--- config.mk ---
export PLATFORM = sky130hd
export DESIGN_NAME = ifdc_back
export DESIGN_NICKNAME = d
export VERILOG_FILES = /design/src/ifdc_pkg.sv /design/src/ifdc_back.sv
export SDC_FILE = /design/constraint.sdc
export NUM_CORES = 1
export LEC_CHECK = 0
export BUFFER_PORTS_ARGS = -buffer_cell sky130_fd_sc_hd__buf_2
export CORE_MARGIN = 2
export CORE_UTILIZATION = 50
export DETAILED_ROUTE_END_ITERATION = 6
export PLACE_DENSITY = 0.83
export SLEW_MARGIN = 20
export SYNTH_ARGS = -nofsm -noshare
export SYNTH_HDL_FRONTEND = slang
export SYNTH_SLANG_ARGS = --single-unit
--- constraint.sdc ---
create_clock -name clk -period 4.4 [get_ports clk]
set_clock_uncertainty 0.2 [all_clocks]
set_input_delay 0.22 -clock clk [delete_from_list [all_inputs] [get_ports clk]]
set_output_delay 0.22 -clock clk [all_outputs]
set_load 0.05 [all_outputs]
--- src/ifdc_pkg.sv ---
package ifdc_pkg;

  localparam int DATA_W          = 8;
  localparam int LEN_W           = 11;
  localparam int KIND_W          = 2;
  localparam int CFG_IDX_W       = 3;
  localparam int QUEUE_DEPTH     = 2;
  localparam int MAX_PAYLOAD_DEF = 1024;

  localparam logic [DATA_W-1:0] STUFF_XOR = 8'h20;

  // result kinds
  localparam logic [KIND_W-1:0] KIND_DATA = 2'd0;
  localparam logic [KIND_W-1:0] KIND_GOOD = 2'd1;
  localparam logic [KIND_W-1:0] KIND_BAD  = 2'd2;

  // configuration register indexes
  localparam logic [CFG_IDX_W-1:0] REG_FLAG      = 3'd0;
  localparam logic [CFG_IDX_W-1:0] REG_ESCAPE    = 3'd1;
  localparam logic [CFG_IDX_W-1:0] REG_CMD_ADDR  = 3'd2;
  localparam logic [CFG_IDX_W-1:0] REG_RESP_ADDR = 3'd3;
  localparam logic [CFG_IDX_W-1:0] REG_INFO_CTL  = 3'd4;
  localparam logic [CFG_IDX_W-1:0] REG_ACK_CTL   = 3'd5;
  localparam logic [CFG_IDX_W-1:0] REG_NACK_CTL  = 3'd6;

  localparam logic [DATA_W-1:0] FLAG_RST      = 8'h7E;
  localparam logic [DATA_W-1:0] ESCAPE_RST    = 8'h7D;
  localparam logic [DATA_W-1:0] CMD_ADDR_RST  = 8'h03;
  localparam logic [DATA_W-1:0] RESP_ADDR_RST = 8'h01;
  localparam logic [DATA_W-1:0] INFO_CTL_RST  = 8'h00;
  localparam logic [DATA_W-1:0] ACK_CTL_RST   = 8'h05;
  localparam logic [DATA_W-1:0] NACK_CTL_RST  = 8'h01;

  typedef struct packed {
    logic [DATA_W-1:0] flag;
    logic [DATA_W-1:0] escape;
    logic [DATA_W-1:0] cmd_addr;
    logic [DATA_W-1:0] info_ctl;
    logic [DATA_W-1:0] ack_ctl;
    logic [DATA_W-1:0] nack_ctl;
  } ifdc_cfg_t;

  // one received byte with its compare results
  typedef struct packed {
    logic [DATA_W-1:0] value;
    logic              is_flag;
    logic              is_esc;
    logic              is_addr;
    logic              is_ictl0;
    logic              is_ictl1;
    logic              is_bcc0;
    logic              is_bcc1;
  } ifdc_class_t;

  typedef struct packed {
    logic [KIND_W-1:0] kind;
    logic [DATA_W-1:0] value;
    logic              seq;
    logic [LEN_W-1:0]  len;
    logic              frame_end;
  } ifdc_result_t;

  typedef enum logic [4:0] {
    ST_HUNT = 5'b00001,
    ST_FLAG = 5'b00010,
    ST_ADDR = 5'b00100,
    ST_CTRL = 5'b01000,
    ST_DATA = 5'b10000
  } ifdc_state_t;

endpackage

--- src/ifdc_back.sv ---
module ifdc_back
  import ifdc_pkg::*;
#(
  parameter int MAX_PAYLOAD = MAX_PAYLOAD_DEF
) (
  input  logic         clk,
  input  logic         rst_n,
  input  ifdc_cfg_t    cfg,
  input  ifdc_class_t  item,
  input  logic         item_empty,
  output logic         item_pop,
  input  logic         res_full,
  output logic         res_valid,
  output ifdc_result_t res
);

  // count must hold the overflow mark MAX_PAYLOAD + 1
  localparam int CNT_W = $clog2(MAX_PAYLOAD + 2);

  ifdc_state_t       state_r, state_nxt;
  logic              rx_seq_r, rx_seq_nxt;
  logic              esc_r, esc_nxt;
  logic [DATA_W-1:0] held_r, held_nxt;
  logic              held_vld_r, held_vld_nxt;
  logic [DATA_W-1:0] parity_r, parity_nxt;
  logic [CNT_W-1:0]  count_r, count_nxt;
  logic              reply_seq_r, reply_seq_nxt;

  logic              take;
  logic [DATA_W-1:0] take_byte;
  logic              emit;
  logic              overflow, good;
  logic [CNT_W-1:0]  len_sel;
  ifdc_state_t       fail_state;

  assign item_pop   = !item_empty && !res_full;
  assign res_valid  = item_pop && emit;
  assign fail_state = item.is_flag ? ST_FLAG : ST_HUNT;
  assign overflow   = (count_r > CNT_W'(MAX_PAYLOAD));
  assign good       = held_vld_r && (count_r != '0) && !overflow && !esc_r
                      && (held_r == parity_r);
  assign len_sel    = overflow ? CNT_W'(MAX_PAYLOAD) : count_r;

  always_comb begin
    state_nxt     = state_r;
    rx_seq_nxt    = rx_seq_r;
    esc_nxt       = esc_r;
    held_nxt      = held_r;
    held_vld_nxt  = held_vld_r;
    parity_nxt    = parity_r;
    count_nxt     = count_r;
    reply_seq_nxt = reply_seq_r;
    take          = 1'b0;
    take_byte     = item.value;
    emit          = 1'b0;
    res.kind      = KIND_DATA;
    res.value     = held_r;
    res.seq       = rx_seq_r;
    res.len       = '0;
    res.frame_end = 1'b0;

    case (state_r)
      ST_FLAG: begin
        state_nxt = item.is_addr ? ST_ADDR : fail_state;
      end
      ST_ADDR: begin
        if (item.is_ictl0) begin
          rx_seq_nxt = 1'b0;
          state_nxt  = ST_CTRL;
        end else if (item.is_ictl1) begin
          rx_seq_nxt = 1'b1;
          state_nxt  = ST_CTRL;
        end else begin
          state_nxt = fail_state;
        end
      end
      ST_CTRL: begin
        if (rx_seq_r ? item.is_bcc1 : item.is_bcc0) begin
          state_nxt    = ST_DATA;
          esc_nxt      = 1'b0;
          held_nxt     = '0;
          held_vld_nxt = 1'b0;
          parity_nxt   = '0;
          count_nxt    = '0;
        end else begin
          state_nxt = fail_state;
        end
      end
      ST_DATA: begin
        if (item.is_flag) begin
          // closing flag wins even right after an escape
          emit          = 1'b1;
          res.kind      = good ? KIND_GOOD : KIND_BAD;
          res.value     = (good ? cfg.ack_ctl : cfg.nack_ctl) | {reply_seq_r, 7'd0};
          res.len       = LEN_W'(len_sel);
          res.frame_end = 1'b1;
          if (good) begin
            reply_seq_nxt = !reply_seq_r;
          end
          esc_nxt      = 1'b0;
          held_vld_nxt = 1'b0;
          state_nxt    = ST_HUNT;
        end else if (esc_r) begin
          esc_nxt   = 1'b0;
          take      = 1'b1;
          take_byte = item.value ^ STUFF_XOR;
        end else if (item.is_esc) begin
          esc_nxt = 1'b1;
        end else begin
          take = 1'b1;
        end
      end
      default: begin
        state_nxt = item.is_flag ? ST_FLAG : ST_HUNT;
      end
    endcase

    // one-byte hold: the byte before the closing flag is BCC2
    if (take) begin
      if (held_vld_r) begin
        if (count_r < CNT_W'(MAX_PAYLOAD)) begin
          emit       = 1'b1;
          parity_nxt = parity_r ^ held_r;
          count_nxt  = count_r + 1'b1;
        end else begin
          count_nxt = CNT_W'(MAX_PAYLOAD + 1);
        end
      end
      held_nxt     = take_byte;
      held_vld_nxt = 1'b1;
    end
  end

  always_ff @(posedge clk) begin
    if (!rst_n) begin
      state_r     <= ST_HUNT;
      rx_seq_r    <= 1'b0;
      esc_r       <= 1'b0;
      held_r      <= '0;
      held_vld_r  <= 1'b0;
      parity_r    <= '0;
      count_r     <= '0;
      reply_seq_r <= 1'b1;
    end else if (item_pop) begin
      state_r     <= state_nxt;
      rx_seq_r    <= rx_seq_nxt;
      esc_r       <= esc_nxt;
      held_r      <= held_nxt;
      held_vld_r  <= held_vld_nxt;
      parity_r    <= parity_nxt;
      count_r     <= count_nxt;
      reply_seq_r <= reply_seq_nxt;
    end
  end

endmodule

== Yosys cells after proc, flatten, opt, wreduce, memory -nomap -nowiden ==
Cells that the tools add are included.
Storage, ports and cells
  output and inout bits: 25
  register bits: 36
  bits of input ports: 67
Operators by class
  bitwise operators: 3
  $lt $le $gt $ge: 2
  equality and inequality tests: 9
  $add $sub $neg: 1
  reductions and logical operators: 23
  muxes and demuxes: 50
Operators by type and width (number)
  8-bit two-way mux: 9
  11-bit two-way mux: 6
  12-bit two-way mux: 2
  10-bit two-way mux: 2
  5-bit case mux with 4 select lines: 1
  1-bit two-way mux: 18
  6-bit two-way mux: 3
  5-bit two-way mux: 3
  11-bit by 1-bit adder with 11-bit output, second input constant: 1
  11-bit greater-than comparator, second input constant: 1
  11-bit less-than comparator, second input constant: 1
  11-bit nonzero test: 1
  3-bit AND reduction: 3
  8-bit == test: 1
  4-bit two-way mux: 2
  8-bit bitwise OR: 1
  4-bit AND reduction: 2
  2-bit nonzero test: 4
  8-bit bitwise XOR: 1
  1-bit logical AND: 6
  3-bit inequality test, second input constant: 2
  5-bit by 2-bit == test with 1-bit output, second input constant: 1
  5-bit by 3-bit == test with 1-bit output, second input constant: 1
  5-bit by 4-bit == test with 1-bit output, second input constant: 1
  8 further kinds: 15

== Depth between registers and ports, before layout ==
  word-level depth: 9
  gate-level depth with buffers: 8
  mapped depth without buffers: 6

== Worst setup path after synthesis ==
OpenSTA, ideal clock, no wires.
  kind: register -> output
  start: register state_r[3]
  end: output port res[16] in the netlist's numbering
  arrival time: 2.408 ns
  path buffers: 2
  stages on the path, launching flop included: 9
  path slack: 1.572 ns
  cells stage by stage: dfxtp_1 buf_6 nor4_1 and2_1 nand2_2 clkinv_1 buf_4 nor2_1 a31oi_1
RTL lines
  start, declared: line ifdc_back.sv:20  | ifdc_state_t state_r, state_nxt;
  start signal, assigned: line ifdc_back.sv:145  | state_r <= state_nxt;
  end, declared: line ifdc_back.sv:14  | output ifdc_result_t res

==> metrics.cfg <==
[global_route]
grtUsageMet3_pct = 5.48
top_usage_layer = met2
met1_usage_pct = 33.0
use_met2_pct = 42.1
grt_max_degree = 21
overflow = 0
grt_util_all_layers_pct = 25.7
first_global_vias = 2190
grt_pass1_wl_microns = 10300
antenna_found_initial = 0

[logic_synthesis]
synthesis.area_sq_mm = 0.00220
postSynthAreaPerCell_sq_um = 7.76
synthArstFlopShare_pct = 0
synth_cell_types = 53
synth_edf_count = 0
ys_ff_latch = 36
synth.area.top_cells = dfxtp_1 33%, xor2_1 7.2%, nor2_1 6.0%
synthTopCellsByCount = 36 x dfxtp_1, 35 x nor2_1, 18 x nand2_1, 18 x nand3_1, 18 x xor2_1
yosysMostFrequentCell = dfxtp_1
synthFlopType = dfxtp_1
yosys.area.top_type_share_pct = 32.7
yosys.area.top_type = dfxtp_1
synth_cells = 284
synth_fp_nets = 353
ys_warn_count = 0
ys_seq_area_share_pct = 32.7

[die]
ios = 92
coreArea_sq_mm = 0.00429
initial_utilization_pct = 51.3
fp-row-count = 24
dieArea_sq_mm = 0.00495
die_x_microns = 70.4
die_y_microns = 70.4

[final_layout]
drive_above_1_share_pct = 22.2
multiInputGateArea_sq_mm = 0.00138
fin_util_pct = 62.6
nFillCells = 376
ff_latch_area_sq_um = 721
layout.nets = 415
insertedDiodeCount = 0
area_growth_pct = 22.1

[sta]
period_needed_ns = 3.23
tightest_slew_ns = 0.885
rsz0062_at_grt = false
hold_viol_final = 0
clock.fmax_ghz = 0.309
setup_ws_ns = 1.17
slew_violations = 0
setup_viol = 0
period_share_pct = 73.5
slew_headroom_pct = 40.6
finalSetupTns_ns = 0

[detailed_routing]
drc_errors = 0
drt_wl_total_microns = 6110
drt_first_pass_iters = 6
vias_per_cell = 6.00
vias = 2394
wire_per_inst_microns = 15.3
ant_nets = 0
drt_iter0_markers = 233

[placed_design]
io_buffer_count = 59
dp_hpwl_microns = 4160
dp_worst_setup_slack_ns = 1.59
routabilityCongestion = 0.875

[clock_network]
insertion_delay_ns = 0.30
cts.sinks = 36
cts_tree = built
cts_root_buffer = clkbuf_8
path_clk_slew_ns = 0.07
h-tree-depth = 2
postCtsSetupRepairBufs = 0
cts.path.max_buffers = 2
cts-buffers-inserted = 5

[worst_setup_path]
start_kind = flop
worst-path-stages = 6
r2r_end = reply_seq_r
worstSetupEndpoint = res[13]
max_stage_delay_ns = 0.77
reg2reg_slack_ns = 2.02
cpLargestDelayFamily = simple AND/OR/NAND/NOR gates
crit_path_cell_trace = nor4_1 > nand4b_1 > xnor2_1 > nand4_1 > a31oi_1 > buf_2
cp.arrival_ns = 2.81
path_class = reg2out
rr_worst_depth = 5
required_ns = 3.98
worstSetupEndpointType = output port
r2r_start = parity_r[1]
worstPathMaxFanout = 9
cp-startpoint = count_r[4]
critical_path_buf_inv_count = 1
cpMaxStageDelayCell = xnor2_1

[power_and_ir_drop]
p_leak_nw = 1.14
p_per_area_mw_per_mm2 = 246
total_power_mw = 0.661
ir_drop_mv = 0.148

[outcome]
status = finished, final reports clean

[hold_path]
hold_path_class = in2reg

[flow_run]
drv_cap = 0

power by group:
group	switching [mW]	internal (mW)
clock network	0.122	0.168
logic	0.0231	0.0202
registers	0.00154	0.326
worst reg2reg max path: cells and delay by family, from the launching register on:
kind,cells,cell delay (ns)
simple gates,3,1.19
mux,1,0.37
flops,1,0.33
xor+xnor,1,0.19
state kept, by name, summed over array words and instances, names as in the netlist:
name / cells
parity_r: 8
held_r: 8
held_vld_r: 1
reply_seq_r: 1
rx_seq_r: 1
esc_r: 1
state_r: 5
count_r: 11
through the flow:
stage | std cells | hold WS (ns) | cell area [sq um]
3_3_place_gp | 383 | 0.218 | 2500
4_1_cts | 399 | 0.0338 | 2690
3_5_place_dp | 383 | 0.238 | 2500
6_report | 399 | 0.0375 | 2690
5_1_grt | 399 | 0.0404 | 2690
2_1_floorplan | 284 | 0.117 | 2200
repair_timing:
action,4_1_cts,5_1_grt
gates resized for setup,0,0
endpoints found under the hold margin,8,0
hold buffers,8,0
worst min-delay path by stage:
stage	cells past startpoint	end	slack, ns	start
after floorplan	1	rx_seq_r	0.12	item[3]
after global placement	2	rx_seq_r	0.22	item[3]
after detailed placement	2	rx_seq_r	0.24	item[3]
after CTS	3	state_r[1]	0.03	item[6]
after global routing	3	state_r[1]	0.04	item[6]
final	3	state_r[1]	0.04	item[6]
layout by cell type, fill, tap and decap left out, drive strengths merged, types with 2 or more instances in the layout:
cell	count
a211oi	2
a21oi	14
a22oi	9
a31oi	11
and2	11
and3	6
and4	2
buf	59
clkbuf	6
clkinv	2
dfxtp	36
dlygate4sd3	8
ha	2
inv	10
nand2	19
nand2b	3
nand3	18
nand4	8
nor2	35
nor2b	3
nor3	12
nor3b	3
nor4	4
o211a	2
o21ai	18
o22ai	3
o311a	2
or3	4
xnor2	2
xor2	18
routing by layer:
| layer | routed length, microns | part of all wire, % |
|---|---|---|
| met5 | 0 | 0 |
| met4 | 108 | 1.8 |
| met3 | 342 | 5.6 |
| met2 | 2980 | 49 |
| met1 | 2680 | 44 |
cell type report:
class | count | share of cell area [%]
clock buffers | 6 | 2.70
well taps | 52 | 2.42
flip-flops and latches | 36 | 26.8
inverters | 11 | 1.53
multi-input cells | 225 | 51.3
clock inverters | 2 | 1.30
repair buffers | 67 | 14.0
kinds of logic (layout without fill, tap and decap cells):
group,count (synthesis),in the layout,synth area share [%]
AO/OA/AOI/OAI,67,67,19.3
XOR/XNOR,20,20,8.29
adder cells (fa/ha/maj),2,2,1.14
AND/OR/NAND/NOR,134,134,32.9
multiplexers,2,2,0.965
buffers and inverters,23,86,4.66
flip-flops,36,36,32.7
No activity file was read; power rests on OpenSTA's default activity.
